File: src/design/assert_macros.svh
// Assertion helpers used by the RTL.
`ifndef ASSERT_MACROS_SVH
`define ASSERT_MACROS_SVH

// Check that cons holds in the same cycle as ante.
`define ASSERT_IMPLY(label, clk, rst_n, ante, cons, msg) \
    label: assert property (@(posedge clk) disable iff (!(rst_n)) (ante) |-> (cons)) \
        else $error(msg);

// Check that cons holds in the cycle after ante.
`define ASSERT_NEXT(label, clk, rst_n, ante, cons, msg) \
    label: assert property (@(posedge clk) disable iff (!(rst_n)) (ante) |=> (cons)) \
        else $error(msg);

`endif

File: src/design/mlr_pkg.sv
`timescale 1ns / 1ps
package mlr_pkg;

    // Request opcodes
    localparam logic OP_START = 1'b0;
    localparam logic OP_STEP  = 1'b1;

    // Extra headroom bits of the decision value over the coordinate width
    localparam int DEC_EXTRA = 4;

    // Step directions, each -1, 0 or +1
    typedef struct packed {
        logic signed [1:0] neg_dx;
        logic signed [1:0] neg_dy;
        logic signed [1:0] pos_dx;
        logic signed [1:0] pos_dy;
    } t_dirs;

endpackage

File: src/design/mlr_setup.sv
`timescale 1ns / 1ps
module mlr_setup #(
    parameter int CB = 12
) (
    input  logic signed [CB-1:0]                i_x0,
    input  logic signed [CB-1:0]                i_y0,
    input  logic signed [CB-1:0]                i_x1,
    input  logic signed [CB-1:0]                i_y1,
    output logic signed [CB-1:0]                o_x,
    output logic signed [CB-1:0]                o_y,
    output logic signed [CB+mlr_pkg::DEC_EXTRA-1:0] o_dec,
    output logic signed [CB+mlr_pkg::DEC_EXTRA-1:0] o_inc_neg,
    output logic signed [CB+mlr_pkg::DEC_EXTRA-1:0] o_inc_pos,
    output mlr_pkg::t_dirs                      o_dirs,
    output logic        [CB-1:0]                o_steps
);
    import mlr_pkg::*;

    localparam int DB = CB + DEC_EXTRA;

    logic signed [DB-1:0] x0_w, y0_w, x1_w, y1_w;
    logic signed [DB-1:0] ddx, ddy, adx, ady, a, b, a2, b2;
    logic                 dx_neg, dx_zero, dy_neg, dy_zero;
    logic                 falling, swap, major_x;

    // Widen endpoints to decision width
    assign x0_w = {{(DB-CB){i_x0[CB-1]}}, i_x0};
    assign y0_w = {{(DB-CB){i_y0[CB-1]}}, i_y0};
    assign x1_w = {{(DB-CB){i_x1[CB-1]}}, i_x1};
    assign y1_w = {{(DB-CB){i_y1[CB-1]}}, i_y1};

    assign ddx     = x1_w - x0_w;
    assign ddy     = y1_w - y0_w;
    assign dx_neg  = ddx[DB-1];
    assign dy_neg  = ddy[DB-1];
    assign dx_zero = (ddx == '0);
    assign dy_zero = (ddy == '0);
    assign adx     = dx_neg ? -ddx : ddx;
    assign ady     = dy_neg ? -ddy : ddy;
    assign major_x = ($unsigned(adx) >= $unsigned(ady));

    // Classify direction and pick the starting end
    assign falling = (!dx_neg && dy_neg) || ((dx_neg || dx_zero) && !dy_neg && !dy_zero);
    assign swap    = falling ? ((dx_neg || dx_zero) && !dy_neg && !dy_zero)
                             : ((dx_neg || dx_zero) && (dy_neg || dy_zero));

    assign a  = swap ? ddy : -ddy;
    assign b  = swap ? -ddx : ddx;
    assign a2 = a <<< 1;
    assign b2 = b <<< 1;

    assign o_x = swap ? i_x1 : i_x0;
    assign o_y = swap ? i_y1 : i_y0;

    // Set decision, increments and step directions per octant class
    always_comb begin
        case ({falling, major_x})
            2'b11: begin
                o_steps   = adx[CB-1:0];
                o_dirs    = '{2'sd1, 2'sd0, 2'sd1, -2'sd1};
                o_dec     = a2 - b;
                o_inc_neg = a2;
                o_inc_pos = a2 - b2;
            end
            2'b10: begin
                o_steps   = ady[CB-1:0];
                o_dirs    = '{2'sd1, -2'sd1, 2'sd0, -2'sd1};
                o_dec     = a - b2;
                o_inc_neg = a2 - b2;
                o_inc_pos = -b2;
            end
            2'b01: begin
                o_steps   = adx[CB-1:0];
                o_dirs    = '{2'sd1, 2'sd1, 2'sd1, 2'sd0};
                o_dec     = a2 + b;
                o_inc_neg = a2 + b2;
                o_inc_pos = a2;
            end
            default: begin
                o_steps   = ady[CB-1:0];
                o_dirs    = '{2'sd0, 2'sd1, 2'sd1, 2'sd1};
                o_dec     = b2 + a;
                o_inc_neg = b2;
                o_inc_pos = a2 + b2;
            end
        endcase
    end

endmodule

File: src/design/mlr_step.sv
`timescale 1ns / 1ps
module mlr_step #(
    parameter int CB = 12
) (
    input  logic signed [CB-1:0]                    i_cur_x,
    input  logic signed [CB-1:0]                    i_cur_y,
    input  logic signed [CB+mlr_pkg::DEC_EXTRA-1:0] i_dec,
    input  logic signed [CB+mlr_pkg::DEC_EXTRA-1:0] i_inc_neg,
    input  logic signed [CB+mlr_pkg::DEC_EXTRA-1:0] i_inc_pos,
    input  mlr_pkg::t_dirs                          i_dirs,
    input  logic        [CB-1:0]                    i_steps,
    output logic signed [CB-1:0]                    o_x,
    output logic signed [CB-1:0]                    o_y,
    output logic signed [CB+mlr_pkg::DEC_EXTRA-1:0] o_dec,
    output logic        [CB-1:0]                    o_steps,
    output logic                                    o_done
);
    import mlr_pkg::*;

    logic              take_neg;
    logic signed [1:0] dx, dy;

    // Select the step by the sign of the decision; a tie takes the nonnegative step
    assign take_neg = i_dec[CB+DEC_EXTRA-1];
    assign dx       = take_neg ? i_dirs.neg_dx : i_dirs.pos_dx;
    assign dy       = take_neg ? i_dirs.neg_dy : i_dirs.pos_dy;

    // Advance position, decision and step count
    assign o_x     = i_cur_x + {{(CB-2){dx[1]}}, dx};
    assign o_y     = i_cur_y + {{(CB-2){dy[1]}}, dy};
    assign o_dec   = i_dec + (take_neg ? i_inc_neg : i_inc_pos);
    assign o_steps = i_steps - {{(CB-1){1'b0}}, 1'b1};
    assign o_done  = (o_steps == '0);

endmodule

File: src/design/midpoint_line_rasterizer.sv
`timescale 1ns / 1ps
// Channel  Direction  Handshake                   Payload
// input    in         i_in_valid / o_in_ready     i_opcode, i_x_start, i_y_start, i_x_end, i_y_end
// output   out        o_out_valid / i_out_ready   o_pixel_x, o_pixel_y, o_last_pixel
//
// One request per cycle while no held result stalls it; a taken request passes the
// input register, then setup or step logic into the line state and result register.
// Reset (synchronous, active low) empties both registers and drops any active line.
// A held result stalls the input register; o_in_ready follows i_out_ready when both
// registers are full. A step request with no active line is consumed without a result.
`include "assert_macros.svh"
module midpoint_line_rasterizer #(
    parameter int COORD_BITS = 12
) (
    input  logic                         i_clk,
    input  logic                         i_rst_n,
    input  logic                         i_in_valid,
    output logic                         o_in_ready,
    input  logic                         i_opcode,
    input  logic signed [COORD_BITS-1:0] i_x_start,
    input  logic signed [COORD_BITS-1:0] i_y_start,
    input  logic signed [COORD_BITS-1:0] i_x_end,
    input  logic signed [COORD_BITS-1:0] i_y_end,
    output logic                         o_out_valid,
    input  logic                         i_out_ready,
    output logic signed [COORD_BITS-1:0] o_pixel_x,
    output logic signed [COORD_BITS-1:0] o_pixel_y,
    output logic                         o_last_pixel
);
    import mlr_pkg::*;

    localparam int CB = COORD_BITS;
    localparam int DB = COORD_BITS + DEC_EXTRA;

    // Input register
    logic                 r_in_valid;
    logic                 r_in_op;
    logic signed [CB-1:0] r_in_x0, r_in_y0, r_in_x1, r_in_y1;

    // Line state
    logic signed [CB-1:0] r_cur_x, r_cur_y;
    logic signed [DB-1:0] r_dec, r_inc_neg, r_inc_pos;
    t_dirs                r_dirs;
    logic        [CB-1:0] r_steps;
    logic                 r_active;

    // Result register
    logic                 r_out_valid;
    logic signed [CB-1:0] r_pix_x, r_pix_y;
    logic                 r_last;

    logic                 out_free, proc, is_start, is_step;
    logic signed [CB-1:0] su_x, su_y, st_x, st_y;
    logic signed [DB-1:0] su_dec, su_inc_neg, su_inc_pos, st_dec;
    t_dirs                su_dirs;
    logic        [CB-1:0] su_steps, st_steps;
    logic                 st_done;
    logic                 last_ok;

    assign out_free   = !r_out_valid || i_out_ready;
    assign proc       = r_in_valid && out_free;
    assign is_start   = proc && (r_in_op == OP_START);
    assign is_step    = proc && (r_in_op == OP_STEP) && r_active;
    assign o_in_ready = !r_in_valid || out_free;

    mlr_setup #(.CB(CB)) u_setup (
        .i_x0      (r_in_x0),
        .i_y0      (r_in_y0),
        .i_x1      (r_in_x1),
        .i_y1      (r_in_y1),
        .o_x       (su_x),
        .o_y       (su_y),
        .o_dec     (su_dec),
        .o_inc_neg (su_inc_neg),
        .o_inc_pos (su_inc_pos),
        .o_dirs    (su_dirs),
        .o_steps   (su_steps)
    );

    mlr_step #(.CB(CB)) u_step (
        .i_cur_x   (r_cur_x),
        .i_cur_y   (r_cur_y),
        .i_dec     (r_dec),
        .i_inc_neg (r_inc_neg),
        .i_inc_pos (r_inc_pos),
        .i_dirs    (r_dirs),
        .i_steps   (r_steps),
        .o_x       (st_x),
        .o_y       (st_y),
        .o_dec     (st_dec),
        .o_steps   (st_steps),
        .o_done    (st_done)
    );

    // Capture a request whenever the input register frees up
    always_ff @(posedge i_clk) begin
        if (!i_rst_n) begin
            r_in_valid <= 1'b0;
        end else if (o_in_ready) begin
            r_in_valid <= i_in_valid;
        end
        if (o_in_ready && i_in_valid) begin
            r_in_op <= i_opcode;
            r_in_x0 <= i_x_start;
            r_in_y0 <= i_y_start;
            r_in_x1 <= i_x_end;
            r_in_y1 <= i_y_end;
        end
    end

    // Load a new line on start, advance it on step
    always_ff @(posedge i_clk) begin
        if (!i_rst_n) begin
            r_cur_x   <= '0;
            r_cur_y   <= '0;
            r_dec     <= '0;
            r_inc_neg <= '0;
            r_inc_pos <= '0;
            r_dirs    <= '0;
            r_steps   <= '0;
            r_active  <= 1'b0;
        end else if (is_start) begin
            r_cur_x   <= su_x;
            r_cur_y   <= su_y;
            r_dec     <= su_dec;
            r_inc_neg <= su_inc_neg;
            r_inc_pos <= su_inc_pos;
            r_dirs    <= su_dirs;
            r_steps   <= su_steps;
            r_active  <= (su_steps != '0);
        end else if (is_step) begin
            r_cur_x   <= st_x;
            r_cur_y   <= st_y;
            r_dec     <= st_dec;
            r_steps   <= st_steps;
            r_active  <= !st_done;
        end
    end

    // Hold the pixel until taken
    always_ff @(posedge i_clk) begin
        if (!i_rst_n) begin
            r_out_valid <= 1'b0;
        end else if (is_start || is_step) begin
            r_out_valid <= 1'b1;
        end else if (i_out_ready) begin
            r_out_valid <= 1'b0;
        end
        if (is_start) begin
            r_pix_x <= su_x;
            r_pix_y <= su_y;
            r_last  <= (su_steps == '0);
        end else if (is_step) begin
            r_pix_x <= st_x;
            r_pix_y <= st_y;
            r_last  <= st_done;
        end
    end

    assign o_out_valid  = r_out_valid;
    assign o_pixel_x    = r_pix_x;
    assign o_pixel_y    = r_pix_y;
    assign o_last_pixel = r_last;

    // Pixel shown and its last flag agrees with the line state
    assign last_ok = o_out_valid && (o_last_pixel == !r_active);

    `ASSERT_IMPLY(a_active_steps, i_clk, i_rst_n, r_active, r_steps != '0, "active, no steps")
    `ASSERT_NEXT(a_start_last, i_clk, i_rst_n, is_start, last_ok, "start pixel last flag wrong")
    `ASSERT_NEXT(a_step_last, i_clk, i_rst_n, is_step, last_ok, "step pixel last flag wrong")

endmodule

File: config.mk
export PLATFORM = sky130hd
export DESIGN_NAME = midpoint_line_rasterizer
export DESIGN_NICKNAME = d
export VERILOG_FILES = /design/src/design/mlr_pkg.sv /design/src/design/mlr_setup.sv /design/src/design/mlr_step.sv /design/src/design/midpoint_line_rasterizer.sv
export VERILOG_INCLUDE_DIRS = /design/src /design/src/design
export SDC_FILE = /design/constraint.sdc
export NUM_CORES = 1
export LEC_CHECK = 0
export BUFFER_PORTS_ARGS = -buffer_cell sky130_fd_sc_hd__buf_2
export CAP_MARGIN = 0
export CORE_MARGIN = 2
export CORE_UTILIZATION = 40
export DETAILED_ROUTE_END_ITERATION = 8
export PLACE_DENSITY_LB_ADDON = 0.15
export SYNTH_ARGS = -nofsm -noshare
export SYNTH_HDL_FRONTEND = slang
export SYNTH_SLANG_ARGS = --single-unit
File: constraint.sdc
create_clock -name i_clk -period 18.89 [get_ports i_clk]
set_input_delay 3.778 -clock i_clk [delete_from_list [all_inputs] [get_ports i_clk]]
set_output_delay 3.778 -clock i_clk [all_outputs]
set_load 0.005 [all_outputs]
-- Word-level counts from Yosys, hierarchy flattened
Cells that the tools add are included.
- register bits: 169
- bits of input ports: 53
- add/sub/neg operators: 15
- bitwise operators: 1
- muxes and demuxes: 29
- magnitude comparators: 1
- eq/ne operators: 3
- reductions and logical operators: 29
- operators by type and width (kind ; number):
    $pmux 16 s3 ; 3
    $mux 16 ; 7
    $mux 12 ; 9
    $add 16x16->16 ; 4
    $neg 16->16 ; 3
    $sub 16x16->16 ; 3
    $logic_not 16->1 ; 2
    $sub 12x12->13 ; 2
    $add 12x12->12 ; 2
    $logic_not 12->1 ; 2
    $pmux 7 s3 ; 1
    $ge 16x16->1 ; 1
    $reduce_bool 12->1 ; 1
    $sub 12x1->12 const B ; 1
    $logic_and 1x1->1 ; 9
    $mux 1 ; 7
    $logic_not 1->1 ; 6
    $logic_or 1x1->1 ; 6
    $eq 2x2->1 const B ; 2
    $mux 2 ; 2
    $reduce_bool 2->1 ; 2
    $eq 2x1->1 const B ; 1
    $reduce_or 2->1 ; 1
    $not 1->1 ; 1

-- Depth between registers and ports, before layout
- depth after elaboration: 11
- gate-level depth with buffers: 36
- mapped depth without buffers: 33

-- Cells and area by module
Synthesis repeated with hierarchy kept, for this count alone.
- cells, all modules: 2149
- area, all modules: 16936.2 µm²
- by module, submodules not included (module ; area an instance (µm²) ; cells an instance ; times used):
    mlr_setup ; 7861.3 ; 1177 ; 1
    midpoint_line_rasterizer ; 6824.0 ; 672 ; 1
    mlr_step ; 2250.9 ; 300 ; 1

-- Least setup slack after synthesis
OpenSTA, ideal clock, no wires.
- path type: input to output
- start: input i_out_ready
- end: output o_in_ready
- required time: 15.112 ns
- slack: 11.165 ns
- buffers on the path: 0
- arrival: 3.947 ns
- cell stages on the path: 1
- path through: nand3b_1
- longest elaborated chain between the ends: 2
- ends and longest elaborated chain (element ; RTL line ; RTL):
    start: declaration ; midpoint_line_rasterizer.sv:25 ; input logic i_out_ready,
    $logic_or 1x1->1 ; midpoint_line_rasterizer.sv:60 ; assign out_free = !r_out_valid || i_out_ready;
    $logic_or 1x1->1 ; midpoint_line_rasterizer.sv:64 ; assign o_in_ready = !r_in_valid || out_free;
    end: declaration ; midpoint_line_rasterizer.sv:18 ; output logic o_in_ready,
Every way passes these cells.

-- Final worst setup path
- start: register r_in_x0[0]
- end: register r_dec[15]
- longest elaborated chain between the ends: 11
- elaborated cells on any way between the ends: 24
- ends and longest elaborated chain (element ; RTL line ; RTL):
    start: declaration ; midpoint_line_rasterizer.sv:38 ; logic signed [CB-1:0] r_in_x0, r_in_y0, r_in_x1, r_in_y1;
    start signal: assignment ; midpoint_line_rasterizer.sv:104 ; r_in_x0 <= i_x_start;
    $sub 12x12->13 (*) ; mlr_setup.sv:32 ; assign ddx = x1_w - x0_w;
    parallel branches: the longest is 8 deep, another holds $neg 16->16 ; -- ;
    $pmux 16 s3 (*) ; mlr_setup.sv:57 ; case ({falling, major_x})
    $mux 16 (*) ; midpoint_line_rasterizer.sv:122 ; end else if (is_start) begin
    end signal: assignment ; midpoint_line_rasterizer.sv:125 ; r_dec <= su_dec;
    end signal: assignment ; midpoint_line_rasterizer.sv:134 ; r_dec <= st_dec;
    end: declaration ; midpoint_line_rasterizer.sv:42 ; logic signed [DB-1:0] r_dec, r_inc_neg, r_inc_pos;
Every way passes the cells marked *.
A chain may end at the register's enable or synchronous reset.

==> reports/qor.yml <==
run_status:
  status: "finished, final reports clean"
synthesis:
  synth_warnings: 0
  syn_nets: 2196
  synth-edff-count: 74
  synthArstFlopShare: 0
  synth_area_um2: 16000
  ys_seq_elements: 164
  netlist.area_leader.share: 0.139
  ys.flop_type: "dfxtp_1"
  synth.avg_cell_area_um2: 8.06
  synth.top_cells.by_area: "edfxtp_1 (14%), ha_1 (12%), dfxtp_1 (11%)"
  yosysTopAreaCell: "edfxtp_1"
  yosysSeqAreaShare: 0.252
  yosys.cell_types.count: 109
  netlist_instances: 1984
clock_network:
  post_cts_buffers: 0
  clock_latency_ns: 0.46
  clock-sinks: 164
  clk_pin_slew_ns: 0.08
  cts.repair.resized: 0
  clk_path_buf_depth: 2
  tritoncts: "yes"
  htreeDepth: 4
  holdBufCountCts: 0
  cts-root-buf: "clkbuf_16"
  cts_buffers: 17
timing:
  setup_ws_ns: 9.80
  finalCritPeriodShare: 0.481
  max_freq_mhz: 110
  skew_ns: 0.0181
  max_slew_margin: 0.191
  finalSetupTns_ns: 0
  finalCriticalPeriod_ns: 9.09
  setup_viol: 0
  tightest_slew_ns: 1.21
  drv_slew: 0
  rsz0062_at_grt: "no"
  hold_viol: 0
floorplanning:
  die_x_um: 204
  core_um2: 39600
  start_util: 0.403
  std_cell_rows: 73
  pin_count: 80
  dieHeight_um: 204
  die-area_um2: 41600
placement:
  gp_congestion: 0.955
  post_dp_cell_area_um2: 16900
  dpl.hpwl_um: 43000
  portBuffers: 79
  dp_cells: 2517
  place_ws_ns: 9.90
setup_path:
  startpoint_type: "flop"
  slowest_delay_ns: 0.71
  cp-end-kind: "flop"
  regToRegEndpoint: "r_dec[15]"
  worstSetupPathType: "reg2reg"
  ff2ff_path_depth: 32
  worst-path-max-fanout: 37
  reg2reg_from: "r_in_x0[0]"
  r2r_setup_slack_ns: 9.80
  crit_arrival_ns: 9.47
  crit_required_ns: 19.27
  path_common_cell: "a21oi_1"
  crit_slowest_cell: "a31o_2"
worst_hold_path:
  worstHoldPathType: "reg2reg"
  min_from: "r_inc_neg[8]"
  holdPathStages: 2
  whs_endpoint: "r_inc_neg[8]"
layout:
  synthToLayoutAreaGrowth_pct: 8.86
  insertedDiodeCount: 0
  final_cell_mix: "nor2_1 (184), nand2_1 (179), ha_1 (150)"
  nets: 2223
  fin_cells: 2549
  drive_above_1_share: 0.110
  utilization: 0.439
  n_fill_cell: 3991
  final_common_cell: "nor2_1"
  fin_area_um2: 17400
route:
  ant_nets: 0
  drt_iter0_drc: 1561
  drt-pass1-iter-count: 6
  via_per_inst: 5.95
  num_vias: 15200
  remaining_drc_errors: 0
  routed_wl_um: 56700
  wire_per_inst_um: 22.2
power:
  p_switching_uw: 1140
  seqPwrFrac: 0.185
  peakVddDrop_v: 0.0000612
  p_int_uw: 1100
  power.density_nw_per_um2: 129
  leakage_uw: 0.00709
  swShare: 0.508
  clkPwrFrac: 0.152
  p_comb_frac: 0.664
global_routing:
  grt_pass1_wl_um: 86600
  grt_max_degree: 62
  grt_usage: 0.273
  gr-total-overflow: 0
  first_global_vias: 14400
  antenna_found_initial: 0
job:
  max_cap_viol_count: 0
## worst max-delay path by stage
stage,from,end,depth (start not counted)
final,r_in_x0[0],r_dec[15],32
after floorplan,i_out_ready,o_in_ready,1
after global routing,r_in_x0[0],r_dec[15],32
after CTS,r_in_x0[0],r_dec[15],32
after global placement,r_in_x0[0],r_dec[15],32
after detailed placement,r_in_x0[0],r_dec[15],32
## metal layers
metal / up-vias / wire length [µm] / GRT usage
li1: 7287 / - / -
met1: 7176 / 25700 / 0.378
met2: 601 / 24500 / 0.416
met3: 103 / 4580 / 0.0615
met4: 0 / 1840 / 0.0947
met5: - / 0 / 0
## synth_stat cells (all sizes together), types with 36 or more instances
master and instances:
nor2 189, nand2 181, ha 150, a21oi 135, o21ai 129, inv 117, xnor2 94, dfxtp 90
clkbuf 74, edfxtp 74, nor3 74, nand3 49, xor2 46, a31oi 41, a211oi 36
## stage by stage
| stage | hold slack [ns] | total power, µW |
|---|---|---|
| finish | 0.455 | 2240 |
| global route | 0.474 | 2400 |
| CTS | 0.457 | 2210 |
| detailed placement | 0.446 | 1860 |
| global placement | 0.441 | 1860 |
| floorplan | 0.421 | 1450 |
## final cells by class
class,count,area (µm²),area share
Clock buffer,17,425,0.0244
Tap cell,525,657,0.0377
Inverter,117,439,0.0252
Timing Repair Buffer,106,598,0.0344
Sequential cell,164,4020,0.231
Clock inverter,15,124,0.00712
Multi-Input combinational cell,1605,11100,0.640
## flip-flops by register name, indices dropped and copies added, names as in the netlist
register      flops
o_last_pixel      1
o_out_valid       1
o_pixel_x        12
o_pixel_y        12
r_active          1
r_cur_x          12
r_cur_y          12
r_dec            15
r_dirs            6
r_in_op           1
r_in_valid        1
r_in_x0          12
r_in_x1          12
r_in_y0          12
r_in_y1          12
r_inc_neg        15
r_inc_pos        15
r_steps          12
## critical path, delay by kind of cell (launching register included)
family / cells / cell delay (ns)
xor gates and xnor gates: 4 / 0.98
adders and majority gates: 4 / 1.51
AOI/OAI and AO/OA: 17 / 4.08
DFF: 1 / 0.39
buffers and inverters: 3 / 0.91
and+or+nand+nor: 4 / 1.10
## cell families after synthesis
family                   Yosys count  synth area share
adder cells (fa/ha/maj)          159             0.129
AND/OR/NAND/NOR                  668             0.205
buffers and inverters            215            0.0541
AO/OA/AOI/OAI                    606             0.261
flip-flops                       164             0.252
XOR/XNOR                         140            0.0776
multiplexers                      32            0.0216
## power by group through the flow
| stage | Combinational (µW) | Sequential [µW] | Clock [µW] |
|---|---|---|---|
| after floorplan | 1030 | 417 | 0 |
| after global placement | 1440 | 421 | 0 |
| after detailed placement | 1440 | 422 | 0 |
| after CTS | 1450 | 414 | 347 |
| after global routing | 1620 | 418 | 360 |
| final | 1490 | 414 | 340 |
(Power assumes the default switching activity.)
